[src/rtl/owner_tagged_slot_pool_defines.svh]
// ----------------------------------------------------------------------------
// Assertion macros for the slot pool.
// The macros expand to concurrent assertions in simulation and to nothing
// in synthesis.
// ----------------------------------------------------------------------------
`ifndef OWNER_TAGGED_SLOT_POOL_DEFINES_SVH
`define OWNER_TAGGED_SLOT_POOL_DEFINES_SVH

`ifndef SYNTHESIS
`define OSP_ASSERT_IMP(lbl, ante, cons) \
  lbl: assert property (@(posedge clk) disable iff (!rst_n) (ante) |-> (cons)) \
    else $error("slot pool assertion failed");
`define OSP_ASSERT_NXT(lbl, ante, cons) \
  lbl: assert property (@(posedge clk) disable iff (!rst_n) (ante) |=> (cons)) \
    else $error("slot pool assertion failed");
`else
`define OSP_ASSERT_IMP(lbl, ante, cons)
`define OSP_ASSERT_NXT(lbl, ante, cons)
`endif

`endif

[src/rtl/osp_pkg.sv]
`timescale 1ns / 1ps
// ----------------------------------------------------------------------------
// osp_pkg
// Types and constants shared by the owner tagged slot pool.
// ----------------------------------------------------------------------------
package osp_pkg;

  localparam int POOL_SLOTS_DEF = 8;

  typedef enum logic [1:0] {
    OP_RESERVE  = 2'd0,
    OP_RELEASE  = 2'd1,
    OP_HANDOVER = 2'd2,
    OP_CHECK    = 2'd3
  } op_t;

  typedef enum logic [1:0] {
    ST_DONE     = 2'd0,
    ST_FULL     = 2'd1,
    ST_RANGE    = 2'd2,
    ST_NOTOWNED = 2'd3
  } status_t;

  typedef enum logic [1:0] {
    TAG_FREE  = 2'd0,
    TAG_APP   = 2'd1,
    TAG_LINK  = 2'd2,
    TAG_STRAY = 2'd3
  } tag_t;

  typedef enum logic [1:0] {
    S_IDLE = 2'd0,
    S_CHK  = 2'd1,
    S_OUT  = 2'd2
  } state_t;

  typedef struct packed {
    op_t        op;
    logic [7:0] slot_index;
    logic       requester;
  } in_word_t;

  typedef struct packed {
    status_t    status;
    logic [2:0] granted_slot;
  } out_word_t;

endpackage

[src/rtl/owner_tagged_slot_pool.sv]
`timescale 1ns / 1ps
// ----------------------------------------------------------------------------
// owner_tagged_slot_pool
// Owner tags for a pool of frame slots: reserve, release, hand over, check.
// ----------------------------------------------------------------------------
// One request word enters on in_valid/in_ready and one result word leaves on
// out_valid/out_ready for every request. The block holds one request at a
// time: in_ready is high only while no request is in progress.
// A tag table in a single-port memory is read one entry a cycle by a small
// sequencer with one tag comparator. Release, hand over and check take one
// table read. A reserve that finds slot j scans j + 1 entries, and a full
// pool scans all POOL_SLOTS entries. An index outside the pool is answered
// without a table read, straight from the range check.
// Reset clears one valid flip-flop per slot, so every slot reads as free at
// once; no clearing pass is needed. A stalled receiver holds the result in
// the output register, and no new request is accepted until it is taken.
// ----------------------------------------------------------------------------
`include "owner_tagged_slot_pool_defines.svh"

module owner_tagged_slot_pool #(
  parameter int POOL_SLOTS = osp_pkg::POOL_SLOTS_DEF
) (
  input  logic              clk,
  input  logic              rst_n,
  input  logic              in_valid,
  output logic              in_ready,
  input  osp_pkg::in_word_t in_data,
  output logic              out_valid,
  input  logic              out_ready,
  output osp_pkg::out_word_t out_data
);

  localparam int IDX_W = (POOL_SLOTS > 1) ? $clog2(POOL_SLOTS) : 1;
  localparam logic [IDX_W-1:0] LAST = IDX_W'(POOL_SLOTS - 1);

  osp_pkg::state_t    state_r, state_nxt;
  osp_pkg::op_t       op_r, op_nxt;
  logic               req_r, req_nxt;
  logic [IDX_W-1:0]   k_r, k_nxt;
  osp_pkg::out_word_t out_r, out_nxt;

  osp_pkg::tag_t      mem [POOL_SLOTS];
  logic [POOL_SLOTS-1:0] valid_r;
  osp_pkg::tag_t      rd_data_r;
  logic               rd_valid_r;
  logic [IDX_W-1:0]   rd_addr;
  logic               wr_en;
  osp_pkg::tag_t      wr_data;

  osp_pkg::tag_t      entry;
  osp_pkg::tag_t      me;
  osp_pkg::tag_t      other;
  logic [7:0]         k_ext;

  assign entry = rd_valid_r ? rd_data_r : osp_pkg::TAG_FREE;
  assign me    = req_r ? osp_pkg::TAG_LINK : osp_pkg::TAG_APP;
  assign other = req_r ? osp_pkg::TAG_APP : osp_pkg::TAG_LINK;
  assign k_ext = 8'(k_r);

  always_ff @(posedge clk) begin
    if (wr_en) begin
      mem[k_r] <= wr_data;
    end
    rd_data_r  <= mem[rd_addr];
    rd_valid_r <= valid_r[rd_addr];
  end

  always_ff @(posedge clk) begin
    if (!rst_n) begin
      valid_r <= '0;
    end else if (wr_en) begin
      valid_r[k_r] <= 1'b1;
    end
  end

  always_ff @(posedge clk) begin
    if (!rst_n) begin
      state_r <= osp_pkg::S_IDLE;
    end else begin
      state_r <= state_nxt;
    end
    op_r  <= op_nxt;
    req_r <= req_nxt;
    k_r   <= k_nxt;
    out_r <= out_nxt;
  end

  always_comb begin
    state_nxt = state_r;
    op_nxt    = op_r;
    req_nxt   = req_r;
    k_nxt     = k_r;
    out_nxt   = out_r;
    rd_addr   = k_r;
    wr_en     = 1'b0;
    wr_data   = osp_pkg::TAG_FREE;
    case (state_r)
      osp_pkg::S_IDLE: begin
        if (in_data.op == osp_pkg::OP_RESERVE) begin
          rd_addr = '0;
        end else begin
          rd_addr = in_data.slot_index[IDX_W-1:0];
        end
        if (in_valid) begin
          op_nxt  = in_data.op;
          req_nxt = in_data.requester;
          k_nxt   = rd_addr;
          out_nxt.granted_slot = '0;
          if (in_data.op != osp_pkg::OP_RESERVE &&
              {1'b0, in_data.slot_index} >= 9'(POOL_SLOTS)) begin
            out_nxt.status = osp_pkg::ST_RANGE;
            state_nxt      = osp_pkg::S_OUT;
          end else begin
            state_nxt = osp_pkg::S_CHK;
          end
        end
      end
      osp_pkg::S_CHK: begin
        out_nxt.status       = osp_pkg::ST_DONE;
        out_nxt.granted_slot = '0;
        state_nxt            = osp_pkg::S_OUT;
        if (op_r == osp_pkg::OP_RESERVE) begin
          if (entry == osp_pkg::TAG_FREE) begin
            wr_en   = 1'b1;
            wr_data = me;
            out_nxt.granted_slot = k_ext[2:0];
          end else if (k_r == LAST) begin
            out_nxt.status = osp_pkg::ST_FULL;
          end else begin
            k_nxt     = k_r + 1'b1;
            rd_addr   = k_r + 1'b1;
            state_nxt = osp_pkg::S_CHK;
          end
        end else if (entry != me) begin
          out_nxt.status = osp_pkg::ST_NOTOWNED;
        end else if (op_r == osp_pkg::OP_RELEASE) begin
          wr_en   = 1'b1;
          wr_data = osp_pkg::TAG_FREE;
        end else if (op_r == osp_pkg::OP_HANDOVER) begin
          wr_en   = 1'b1;
          wr_data = other;
        end
      end
      osp_pkg::S_OUT: begin
        if (out_ready) begin
          state_nxt = osp_pkg::S_IDLE;
        end
      end
      default: begin
        state_nxt = osp_pkg::S_IDLE;
      end
    endcase
  end

  assign in_ready  = (state_r == osp_pkg::S_IDLE);
  assign out_valid = (state_r == osp_pkg::S_OUT);
  assign out_data  = out_r;

  `OSP_ASSERT_IMP(a_one_in_flight, in_ready, !out_valid)
  `OSP_ASSERT_NXT(a_busy_after_accept, in_valid && in_ready, !in_ready)
  `OSP_ASSERT_IMP(a_grant_only_on_done,
                  out_valid && out_data.status != osp_pkg::ST_DONE,
                  out_data.granted_slot == 3'd0)

endmodule

[config.mk]
export PLATFORM = sky130hd
export DESIGN_NAME = owner_tagged_slot_pool
export DESIGN_NICKNAME = d
export VERILOG_FILES = /design/src/rtl/osp_pkg.sv /design/src/rtl/owner_tagged_slot_pool.sv
export VERILOG_INCLUDE_DIRS = /design/src /design/src/rtl
export SDC_FILE = /design/constraint.sdc
export NUM_CORES = 1
export LEC_CHECK = 0
export BUFFER_PORTS_ARGS = -buffer_cell sky130_fd_sc_hd__buf_4
export CAP_MARGIN = 20
export CORE_MARGIN = 1
export CORE_UTILIZATION = 40
export DETAILED_ROUTE_END_ITERATION = 7
export GPL_TIMING_DRIVEN = 0
export PLACE_DENSITY = 0.63
export SLEW_MARGIN = 0
export SYNTH_ARGS = -nofsm -noshare
export SYNTH_HDL_FRONTEND = slang
export SYNTH_SLANG_ARGS = --single-unit
[constraint.sdc]
create_clock -name clk -period 2.43 [get_ports clk]
set_input_delay 0.486 -clock clk [delete_from_list [all_inputs] [get_ports clk]]
set_output_delay 0.486 -clock clk [all_outputs]
set_load 0.02 [all_outputs]
# Word level (Yosys, flattened, before mapping)
# Memory sizes are Yosys's and may differ from the RTL's. A register that Yosys moved wholly into a read port is not among the register bits.
# Cells that the tools add are included.
# totals
ff_bits	22
ramBits	16
in_bits	15
word_cells	80
n_memories	1
# op_classes
addsub	1
magnitude_cmp	4
n_eq_ne	9
muxes	44
bitwise_logic	1
n_reduce_logical	12
# memory_table
name	words	width	read_ports	rd_ports_with_merged_regs	write_ports	line_no	source
mem	8	2	1	1	1	owner_tagged_slot_pool.sv:42	osp_pkg::tag_t mem [POOL_SLOTS];
# op_table
operator	count
$mux W2	18
$mux W3	7
$mux W1	12
$pmux W3 S2	2
$pmux W5 S2	1
$ge A8 B4 Y1 const B	1
$logic_not A2 Y1	4
$lt A3 B4 Y1 const B	2
$or A8 B8 Y8	1
$pmux W2 S3	1
$reduce_and A2 Y1	3
$mux W5	1
$eq A2 B1 Y1 const B	2
$eq A2 B2 Y1 const B	2
$ne A2 B1 Y1 const B	2
$reduce_bool A2 Y1	2
$add A3 B1 Y3 const B	1
$bmux W1 S3	1
$demux W1 S3	1
$eq A3 B3 Y1 const B	1
$ge A3 B1 Y1 const B	1
$reduce_and A3 Y1	1
$logic_and A1 B1 Y1	2
$ne A2 B2 Y1	1
$ne A2 B2 Y1 const B	1

# Depth between registers and ports, before layout
# Gate-level depths: netlist (run 1).
# depth
word_depth	8
depth_mapped	9
depth_no_buf	8

# Worst setup path after synthesis (run 1)
# OpenSTA, ideal clock, no wires.
# synth_path
path_type	flip-flop to flip-flop
startpoint	reg k_r[0]
endpoint	reg rd_data_r[1] (read register of mem)
setup_ns	0.086
arrival_ns	2.036
required_ns	2.344
path_slack_ns	0.308
path_stages_with_launch	9
path_buffers	1
synth_period_minus_slack_ns	2.122
path_cell_list	edfxtp_1 -> ha_1 -> and2_4 -> nand2b_4 -> a311oi_2 -> buf_6 -> mux2i_1 -> a22o_1 -> a221oi_2
# synth_between
elab_chain_len	5
elab_cells_between_ends	6
# synth_lines
element	line_no	source
start: declaration	owner_tagged_slot_pool.sv:39	logic [IDX_W-1:0] k_r, k_nxt;
start signal: assignment	owner_tagged_slot_pool.sv:84	k_r <= k_nxt;
$add A3 B1 Y3 / $eq A3 B3 Y1 (equally long branches)	owner_tagged_slot_pool.sv:131, owner_tagged_slot_pool.sv:127	
$mux W3 (3 in a row)	-	
$pmux W3 S2 *	owner_tagged_slot_pool.sv:97	case (state_r)
end: declaration	owner_tagged_slot_pool.sv:44	osp_pkg::tag_t rd_data_r;
# Every way passes the cells marked *; elsewhere a longest branch is shown, timed or not.
# A chain may end at the register's enable or synchronous reset.

# Final worst setup path (run 1)
# layout_path
startpoint	reg op_r[1]
endpoint	reg rd_valid_r
# layout_between
elab_chain_len	5
# layout_lines
element	line_no	source
start: declaration	owner_tagged_slot_pool.sv:37	osp_pkg::op_t op_r, op_nxt;
start signal: assignment	owner_tagged_slot_pool.sv:82	op_r <= op_nxt;
$logic_not A2 Y1	owner_tagged_slot_pool.sv:122	if (op_r == osp_pkg::OP_RESERVE) begin
$mux W3	-	
$pmux W3 S2	owner_tagged_slot_pool.sv:97	
$bmux W1 S3	owner_tagged_slot_pool.sv:65	rd_valid_r <= valid_r[rd_addr];
$mux W1 (not written as such)	owner_tagged_slot_pool.sv:65	
end signal: assignment	owner_tagged_slot_pool.sv:65	
end: declaration	owner_tagged_slot_pool.sv:45	logic rd_valid_r;
# No other way between the ends. The select of a mux whose other input is x is not followed.

==> results by stage, run 1 <==
Route:
- The detail route stage leaves a number of antenna-violating nets equal to 0.
- The average detailed-routed wire length per instance is 14.7 um.
- After detailed routing, the total wire length is 3.92 mm.
- For this block, the initial DRC count from the detailed router was 49.
- The via density per instance is 5.28.
- The first-pass detailed-route iteration total is 4.
- In the routed design, unresolved DRC markers number 0.
- The total vias in the final route is 1,405.

Setup path:
- Together, buffers and inverters on the worst path number 2.
- The destination of the worst register-to-register timing path is rd_valid_r.
- In this run the critical register-to-register path is launched from op_r[1].
- In this run the worst setup path begins at op_r[1].
- The required arrival time at the worst endpoint is 2620 ps.
- Measured in cells, the most critical reg-to-reg path has a length of 9.
- The worst-path cell with the longest stage delay is sky130_fd_sc_hd__edfxtp_1.
- Walking the worst path, the cells encountered are inv_1 -> ha_1 -> o211a_1 -> nand2b_4 -> a311oi_4 -> buf_6 -> mux2i_1 -> a22o_1 -> a221oi_2.
- The logic depth of the worst setup path including buffers is 9.
- The start-to-end type of the worst setup path is reg -> reg.
- The worst register-to-register path has a setup slack of 130 ps.
- The capturing element of the worst setup path is rd_valid_r.
- The kind of cell with the highest combined delay along the critical path is compound AO/OA/AOI/OAI gates.
- The maximum fanout encountered on the critical timing path is 10.
- For the worst setup path, the data arrival time is 2490 ps.
- The largest incremental delay on the critical path is 420 ps.
- STA classifies the critical path startpoint as a flip-flop.
- The critical path endpoint category is a flip-flop.

Synthesis:
- The sequential area share after synthesis is 0.546.
- Averaged over all synthesized cells, the footprint is 11.7 um^2.
- The net count after synthesis is 187.
- The number of distinct library cell variants in the gate-level netlist after synthesis is 43.
- In the synthesized netlist the async set-or-reset flop fraction comes to 0.
- The warning count from the yosys run is 0.
- Counting flops and latches in the post-synthesis netlist gives 40.
- The gate count of the mapped netlist is 168.
- In this run the cell area of the synthesized design comes to 1960 um^2.
- Yosys mapped a number of flops with a built-in enable equal to 27.
- Among all flip-flop cells after synthesis, the most frequent one is sky130_fd_sc_hd__edfxtp_1.

Final layout:
- Of the cells placed in the final design, the portion with a size suffix greater than 1 is 0.226.
- The top cell types in the final layout, fill and taps aside, are 27 x sky130_fd_sc_hd__edfxtp_1, 24 x sky130_fd_sc_hd__buf_4, 17 x sky130_fd_sc_hd__nor2_1, 13 x sky130_fd_sc_hd__mux2i_1, 13 x sky130_fd_sc_hd__dfxtp_1.
- The number of nets in the final layout is 217.
- The most common cell after layout, fill and taps aside is sky130_fd_sc_hd__edfxtp_1.
- The number of antenna diodes is 0.
- After the flow finishes, the layout carries non-filler instances totaling 266.
- The final design instance area without fill is 2360 um^2.
- The area growth from synthesis to layout is 20.2%.

Clocking:
- Buffers inserted to repair hold after CTS numbered 0.
- The H-tree depth is 2.
- TritonCTS built the clock tree.
- The cell at the root of the clock tree is sky130_fd_sc_hd__clkbuf_8.
- The clock slew at the register clock pins of the worst setup and hold paths is 80 ps.
- The insertion delay to the later sink of the worst-skew pair is 290 ps.
- TritonCTS created 5 clock buffers.
- For this design, the sink count on the clock tree is 40.
- The clock passes through at most 2 buffers.

GRT:
- The wire length of the first global-routing pass is 6.38 mm.
- The initial antenna violation count is 0.
- In the global route stage, overall resource usage came out at 0.167.
- The largest net degree at the start of global routing is 15.
- The number of global-route vias before repair came to 1,350.
- The total congestion overflow is 0.

STA:
- At the pin with the least slew margin, the transition time is 633 ps.
- The worst slew margin relative to its limit is 0.576.
- The count of final hold-check violations was 0.
- The final count of pins violating max slew is 0.
- The top achievable clock speed is 435 MHz.
- The final critical-path share of the clock period is 0.946.
- The final setup violation count is 0.
- The shortest clock period the worst path allows after layout is 2300 ps.
- The clock skew after layout is 5.87 ps.
- The setup slack of the critical path after layout is 132 ps.

Placement:
- The global placer's final weighted congestion is 0.762.
- After legalization and detailed placement, the total HPWL measured 2.97 mm.
- The setup slack at placement is 10.1 ps.
- Port buffering added 20 buffers.
- Once placement finished, the instance area stood at 2200 um^2.
- The total instance count after detailed placement is 255.

Die:
- The initial utilization of the core area, before any placement, comes to 0.415.
- The standard cell core area is 4720 um^2.
- The number of top-level pins is 22.
- The die is 72.0 um wide.
- The die area is 5190 um^2.
- The die outline height is 72.0 um.
- The floorplan has 25 rows.

Flow run:
- Max-cap violations in this run came to 0.

Worst hold path:
- The origin of the worst min-delay path is in_data[0].
- The tightest min-delay check is of the in -> reg type.

Power:
- The analysis attributes to cell leakage a power of 0.886 nW.
- The maximum vdd ir drop is 0.369 mV.
- For this design the ratio of total power to cell area is 668 nW/um^2.

Status:
- The run finished with clean final reports.
## state kept, by name, summed over array words and instances (netlist names)
name,flops
k_r,3
mem,16
op_r,2
out_data,5
rd_data_r,2
rd_valid_r,1
req_r,1
state_r,2
valid_r,8
## through the flow
stage          power [mW]  hold slack, ps   util  TNS (ps)
3_5_place_dp         1.03             455  0.465         0
6_report             1.57             370  0.499         0
3_3_place_gp         1.02             450  0.465         0
2_1_floorplan       0.957             440      -         0
4_1_cts              1.58             362  0.492         0
5_1_grt              1.63             360  0.499    -0.138
## report_power, final
group	leakage (nW)	switching [mW]	internal [mW]
sequential	0.335	0.0294	0.753
combinational	0.496	0.134	0.116
clock	0.0548	0.234	0.309
## how the worst min path moves through the flow
stage                     slack (ps)          to  cells after the start
after CTS                        360       req_r                      1
final                            370       req_r                      1
after floorplan                  440  valid_r[1]                      1
after detailed placement         450  valid_r[6]                      1
after global routing             360       req_r                      1
after global placement           450  valid_r[6]                      1
## logic make-up after synthesis
kind of cell,count (synthesis),synth area share
compound gates,40,0.165
buf+inv,15,0.0395
flops,40,0.546
fa+ha+maj,4,0.0255
simple gates,54,0.148
mux,14,0.0721
xor+xnor,1,0.00447
## layout make-up
class	count	area (um^2)
Buffer	8	51.3
Inverter	7	26.3
Sequential cell	40	1070
Multi-Input combinational cell	113	837
Clock buffer	5	68.8
Tap cell	67	83.8
Clock inverter	3	46.3
Timing Repair Buffer	23	173
Fill cell	428	2370
## timing repair
item	in CTS	in global routing
buffers inserted	0	3
setup endpoints to repair	2	3
resized for setup	1	2
pin swaps	0	2
## cell usage after synthesis (4+ instances only)
cell	number	area [um^2]
sky130_fd_sc_hd__edfxtp_1	27	811
sky130_fd_sc_hd__nor2_1	17	63.8
sky130_fd_sc_hd__dfxtp_1	13	260
sky130_fd_sc_hd__mux2i_1	13	130
sky130_fd_sc_hd__o21a_1	10	75.1
sky130_fd_sc_hd__nand2_1	8	30.0
sky130_fd_sc_hd__inv_1	7	26.3
sky130_fd_sc_hd__a21oi_1	6	30.0
sky130_fd_sc_hd__and2_1	5	31.3
sky130_fd_sc_hd__nand2b_1	5	31.3
sky130_fd_sc_hd__o21ai_0	5	25.0
sky130_fd_sc_hd__a22o_1	4	35.0
sky130_fd_sc_hd__ha_1	4	50.1
sky130_fd_sc_hd__nor2b_1	4	25.0
## metal layers
layer | global-route usage | up-vias | part of all wire | wire length [um]
li1 | - | 681 | - | -
met1 | 0.205 | 684 | 0.44 | 1730
met2 | 0.287 | 36 | 0.51 | 2010
met3 | 0.0431 | 4 | 0.036 | 143
met4 | 0.0566 | 0 | 0.010 | 40
met5 | 0 | - | 0 | 0
No activity file was read; power rests on OpenSTA's default activity.
==> run 2: changes to the inputs <==
Clock period 2.43 ns to 2.5 ns, I/O delays scaled along.
==> results by stage, run 2 (same netlist as run 1, synthesis figures left out) <==
Status:
- The run finished with clean final reports.

STA:
- The clock skew after layout is 4.44 ps.
- Of the available clock period, the critical path in the final layout requires 0.937.
- The count of final hold-check violations came to 0.
- The total negative slack for setup checks is 0 ps.
- The setup slack of the critical path after layout is 157 ps.
- Setup violations remaining at the end of the flow were counted as 0.
- At the pin with the least slew margin, the transition time is 622 ps.
- The shortest clock period the worst path allows after layout is 2340 ps.
- Based on the critical path, the design can be clocked at up to 427 MHz.
- Setup repair after global routing left no endpoint under its margin.
- Measured against its own limit, the worst slew margin works out to 0.584.
- The final count of pins violating max slew came to 0.

Setup path:
- In this run the worst path has a maximum fanout of 10.
- The capturing element of the worst setup path is rd_valid_r.
- The endpoint identified for the worst register-to-register timing path is rd_valid_r.
- In this run the critical register-to-register path is launched from op_r[1].
- The start-to-end type of the worst setup path is reg -> reg.
- The arrival time reported for the critical path endpoint is 2540 ps.
- The worst setup path is launched from a flip-flop.
- The worst-case register-to-register setup slack is 160 ps.
- STA classifies the critical path endpoint as a flip-flop.
- Measured in cells, the most critical reg-to-reg path has a length of 9.
- The required arrival time at the worst endpoint is 2690 ps.
- In this run the worst setup path begins at op_r[1].

GRT:
- The largest net degree at the start of global routing is 15.
- The wire length of the first global-routing pass is 6.35 mm.
- The number of global-route vias before repair was 1,345.
- The total overflow left after global routing is 0.
- The initial antenna violation count was 0.
- The overall global routing resource usage is 0.167.

Final layout:
- mem holds more flip-flops than any other register.
- The register with the most flip-flops in the layout has 16 of them.
- 0 antenna diodes ended up in the layout.
- The top cell types in the final layout, fill and taps aside, are 27 x sky130_fd_sc_hd__edfxtp_1, 22 x sky130_fd_sc_hd__buf_4, 17 x sky130_fd_sc_hd__nor2_1, 13 x sky130_fd_sc_hd__mux2i_1, 13 x sky130_fd_sc_hd__dfxtp_1.
- The share of post-route cells with drive strength above 1 is 0.213.
- At the end of the flow, the number of nets in the layout was 215.
- The library cell used most frequently in the layout, excluding fill and tap cells, is sky130_fd_sc_hd__edfxtp_1.
- From synthesis to final layout, the design area changed by 19.1%.

Die:
- The standard cell core area is 4720 um^2.
- Measured along the y axis, the die boundary spans 72.0 um.
- The initial utilization of the core area, before any placement, comes to 0.415.
- The number of top-level pins is 22.
- The floorplan step defined a die boundary enclosing 5190 um^2.
- The floorplan row count is 25.
- The die outline width is 72.0 um.

Clocking:
- CTS built an H-tree with a depth of 2.
- TritonCTS built the clock tree.
- The sink count of the clock tree is 40.
- The clock slew at the register clock pins of the worst setup and hold paths is 80 ps.
- The number of buffers created by CTS is 5.
- The number of hold buffers added after CTS is 0.
- The insertion delay to the later sink of the worst-skew pair is 290 ps.
- The cell at the root of the clock tree is sky130_fd_sc_hd__clkbuf_8.
- The longest clock path from root to sink contains 2 buffers.

Power:
- The power density over the cells is 652 nW/um^2.
- The leakage power summed over all cells is 0.876 nW.
- Across the VDD grid, the largest voltage drop is 0.359 mV.

Route:
- Dividing the detail-routed wire length by the instance count gives 14.8 um.
- The number of violations reported at the end of detailed-routing iteration 0 is 46.
- The first-pass detailed-route iteration total is 5.
- After detailed routing, the total wire length is 3.90 mm.
- The count of nets left with antenna violations once routing finished came out at 0.
- The total vias in the final route is 1,390.
- In the routed layout, each cell is associated on average with a via count of 5.27.
- In the routed design, unresolved DRC markers number 0.

Placement:
- Before CTS, the worst setup slack after placement is 80.1 ps.
- Port buffering added 20 buffers.
- The global placer's final weighted congestion is 0.762.
- Detailed placement ended at an HPWL of 2.97 mm.

Worst hold path:
- The path category of the worst min-delay check is in -> reg.

Flow run:
- Max-cap violations in this run came to 0.
==> run 2: cell types whose count changed in the layout (fill, tap and decap cells not counted) <==
cell                        before  now
sky130_fd_sc_hd__a2bb2oi_1       0    1
sky130_fd_sc_hd__a2bb2oi_2       1    0
sky130_fd_sc_hd__buf_4          24   22
==> run 2: how the worst min path moves through the flow <==
stage                     depth (start not counted)        from         end  slack (ps)
after floorplan                                   1  valid_r[1]  valid_r[1]         440
after global placement                            1  valid_r[6]  valid_r[6]         450
after detailed placement                          1  valid_r[6]  valid_r[6]         450
after CTS                                         1  in_data[0]       req_r         380
after global routing                              1  in_data[0]       req_r         370
final                                             1  in_data[0]       req_r         380
==> run 2: critical path, stage by stage (launching register included) <==
cell and delay [ps]:
sky130_fd_sc_hd__edfxtp_1 420, sky130_fd_sc_hd__inv_1 100, sky130_fd_sc_hd__ha_1 260, sky130_fd_sc_hd__o211a_1 240, sky130_fd_sc_hd__nand2b_4 100, sky130_fd_sc_hd__a311oi_4 410, sky130_fd_sc_hd__buf_6 210, sky130_fd_sc_hd__mux2i_1 90
sky130_fd_sc_hd__a22o_1 210, sky130_fd_sc_hd__a221oi_2 200
==> run 2: report_power, final <==
part	internal (mW)	leakage, nW	switching, mW	total, mW
clock	0.300	0.0548	0.227	0.527
sequential	0.732	0.335	0.0275	0.759
combinational	0.108	0.486	0.129	0.237
==> run 2: area by class of cell <==
type / count / area [um^2]
Fill cell: 431 / 2390
Buffer: 8 / 51.3
Inverter: 7 / 26.3
Clock buffer: 5 / 68.8
Sequential cell: 40 / 1070
Timing Repair Buffer: 21 / 158
Clock inverter: 3 / 46.3
Multi-Input combinational cell: 113 / 831
Tap cell: 67 / 83.8
==> run 2: per-layer routing <==
metal,global-route usage,vias to the layer above,part of all wire
met3,0.0431,2,0.038
met5,0,-,0
met4,0.0566,0,0.0064
met2,0.284,31,0.51
li1,-,677,-
met1,0.206,680,0.44
==> run 2: per-stage QoR <==
| stage | instances | hold slack, ps | power [mW] | util | cell area, um^2 |
|---|---|---|---|---|---|
| CTS | 263 | 376 | 1.53 | 0.489 | 2310 |
| detailed placement | 255 | 455 | 1.00 | 0.465 | 2200 |
| floorplan | 168 | 440 | 0.931 | - | 1960 |
| global route | 264 | 369 | 1.59 | 0.495 | 2340 |
| global placement | 255 | 450 | 0.995 | 0.465 | 2200 |
| finish | 264 | 384 | 1.52 | 0.495 | 2340 |
==> run 2: timing repair <==
item / 4_1_cts / 5_1_grt
endpoints found under the setup margin: 0 / 2
resized for setup: 0 / 2
setup buffers: 0 / 1
==> run 3: changes to the inputs <==
Settings changed: REMOVE_ABC_BUFFERS from default to 1.
==> results by stage, run 3 (same netlist as run 1, synthesis figures left out) <==
STA:
- The shortest clock period the worst path allows after layout is 2380 ps.
- The final count of pins violating max slew is 0.
- Derived from the worst setup path, the maximum achievable clock frequency is 420 MHz.
- The clock skew after layout is 7.32 ps.
- Across all setup checks in the final design, the least slack found is 118 ps.
- Summed over all failing endpoints, the final setup total negative slack is 0 ps.
- Setup violations remaining at the end of the flow were counted as 0.
- Measured against its own limit, the worst slew margin works out to 0.637.
- The final critical-path share of the clock period is 0.953.
- Setup repair after global routing left no endpoint under its margin.
- The slew at the pin with the worst max-slew slack is 539 ps.
- The count of final hold-check violations was 0.

Final layout:
- In the layout the commonest cells are 27 x sky130_fd_sc_hd__edfxtp_1, 26 x sky130_fd_sc_hd__buf_4, 17 x sky130_fd_sc_hd__nor2_1, 13 x sky130_fd_sc_hd__mux2i_1, 13 x sky130_fd_sc_hd__dfxtp_1.
- The number of nets in the final layout is 213.
- The flip-flop count of the largest register after layout is 16.
- Leaving out fill and tap cells, the most frequent cell in the layout is sky130_fd_sc_hd__edfxtp_1.
- 0 antenna diodes ended up in the layout.
- The area occupied by registers is 1070 um^2.
- Counting flops per register, the top entry is mem.
- The synthesis-to-layout area growth is 19.3%.
- In the final layout, the multi-input gates occupy 833 um^2.
- The non-filler instance count after layout is 262.
- The layout has 438 filler cells.
- Of the cells placed in the final design, the portion with a size suffix greater than 1 is 0.226.
- The final design instance area without fill is 2340 um^2.

Clocking:
- The insertion delay to the later sink of the worst-skew pair is 290 ps.
- Clock-pin slew was measured on the worst setup and hold paths at 80 ps.
- In this run the clock root is driven by a sky130_fd_sc_hd__clkbuf_8.
- TritonCTS created 5 clock buffers.
- The TritonCTS clock tree is yes.
- The H-tree was split into 2 levels.
- For this design, the CTS-stage hold fixing added 0 buffers.
- Clock tree synthesis found a total of 40 sinks.
- In this run the deepest clock path goes through 2 buffers.

Setup path:
- The worst-path cell with the longest stage delay is sky130_fd_sc_hd__nor4_1.
- The worst-case register-to-register setup slack is 120 ps.
- The critical path endpoint category is a flip-flop.
- Broken down by cell family, the worst path's largest delay share belongs to compound AO/OA/AOI/OAI gates.
- At the worst endpoint, the arrival time is 2590 ps.
- The critical path is of the reg -> reg type.
- The critical path launch point type is a flip-flop.
- Traced cell by cell, the critical path runs through inv_1 -> ha_1 -> o211ai_1 -> nor4_1 -> a311oi_4 -> buf_12 -> mux2i_1 -> a22o_1 -> a221oi_2.
- The largest incremental delay on the critical path is 510 ps.
- Together, buffers and inverters on the worst path number 2.
- Along the worst path, the maximum fanout reaches 11.
- At the worst endpoint, the required time is 2700 ps.

Placement:
- Once placement finished, the instance area stood at 2150 um^2.
- The total instance count after detailed placement is 248.
- The setup slack at placement is -400 ps.
- Port buffering added 21 buffers.
- Routability-driven placement finished with a final weighted congestion of 0.820.
- The placed wire-length estimate after detailed placement is 2.95 mm.

Die:
- The die outline height is 72.0 um.
- The standard cell core area is 4720 um^2.
- The die area is 5190 um^2.
- The initial utilization of the core area, before any placement, comes to 0.415.
- The floorplan row count is 25.
- The floorplan step set the die width to 72.0 um.
- In this run the count of I/O pins placed on the die edge is 22.

Power:
- The leakage power summed over all cells is 0.881 nW.
- The power density over the cells is 648 nW/um^2.
- The maximum vdd ir drop is 0.410 mV.

GRT:
- In the global route stage, overall resource usage came out at 0.171.
- The total overflow left after global routing is 0.
- The largest net degree at the start of global routing is 17.
- The initial antenna violation count is 0.
- The number of global-route vias before repair is 1,314.
- The wire length of the first global-routing pass is 6.44 mm.

Route:
- Dividing the detail-routed via count by the number of cells gives 5.14.
- After detailed routing, the total wire length is 3.98 mm.
- The first-pass detailed-route iteration total is 6.
- After detailed routing, the average wire length per cell comes to 15.2 um.
- The number of nets with antenna violations after detailed routing is 0.
- Detailed routing inserted a total of 1,347 vias.
- The first routing iteration left 61 violations.
- In the routed design, unresolved DRC markers number 2.

Status:
- The run finished, with violations left.
- The checks that failed: design-rule violations.

Worst hold path:
- The tightest min-delay check is of the in -> reg type.

Flow run:
- The number of maximum-capacitance constraint violations is 0.
run 3: layer usage:
layer,vias to the layer above,wire [um],GRT usage
li1,676,-,-
met1,638,1750,0.201
met2,23,2020,0.291
met3,10,125,0.0486
met4,0,88,0.0741
met5,-,0,0
run 3: power breakdown:
| group | switching, mW | internal (mW) |
|---|---|---|
| Sequential | 0.0361 | 0.732 |
| Clock | 0.218 | 0.295 |
| Combinational | 0.121 | 0.116 |
run 3: cell type report:
class,instances,share of cell area
Multi-Input combinational cell,113,0.356
Tap cell,67,0.0358
Clock buffer,5,0.0294
Timing Repair Buffer,27,0.0919
Inverter,7,0.0112
Sequential cell,40,0.458
Clock inverter,3,0.0182
run 3: repair_timing:
action / CTS / global route
pin swaps: 1 / 1
setup endpoints to repair: 3 / 3
gates resized for setup: 1 / 2
setup buffers: 2 / 4
gates cloned: 0 / 0
run 3: worst paths after layout:
check,startpoint,endpoint,cells past startpoint
max,op_r[0],rd_data_r[1],9
max reg2reg,op_r[0],rd_data_r[1],9
min,in_data[0],req_r,1
min reg2reg,valid_r[7],valid_r[7],1
run 3: per-stage QoR:
stage               hold WS [ps]  utilization  power (mW)
detailed placement           454        0.456       0.990
floorplan                    440            -       0.919
global route                 371        0.496        1.58
CTS                          379        0.487        1.52
finish                       385        0.496        1.52
global placement             448        0.456       0.984
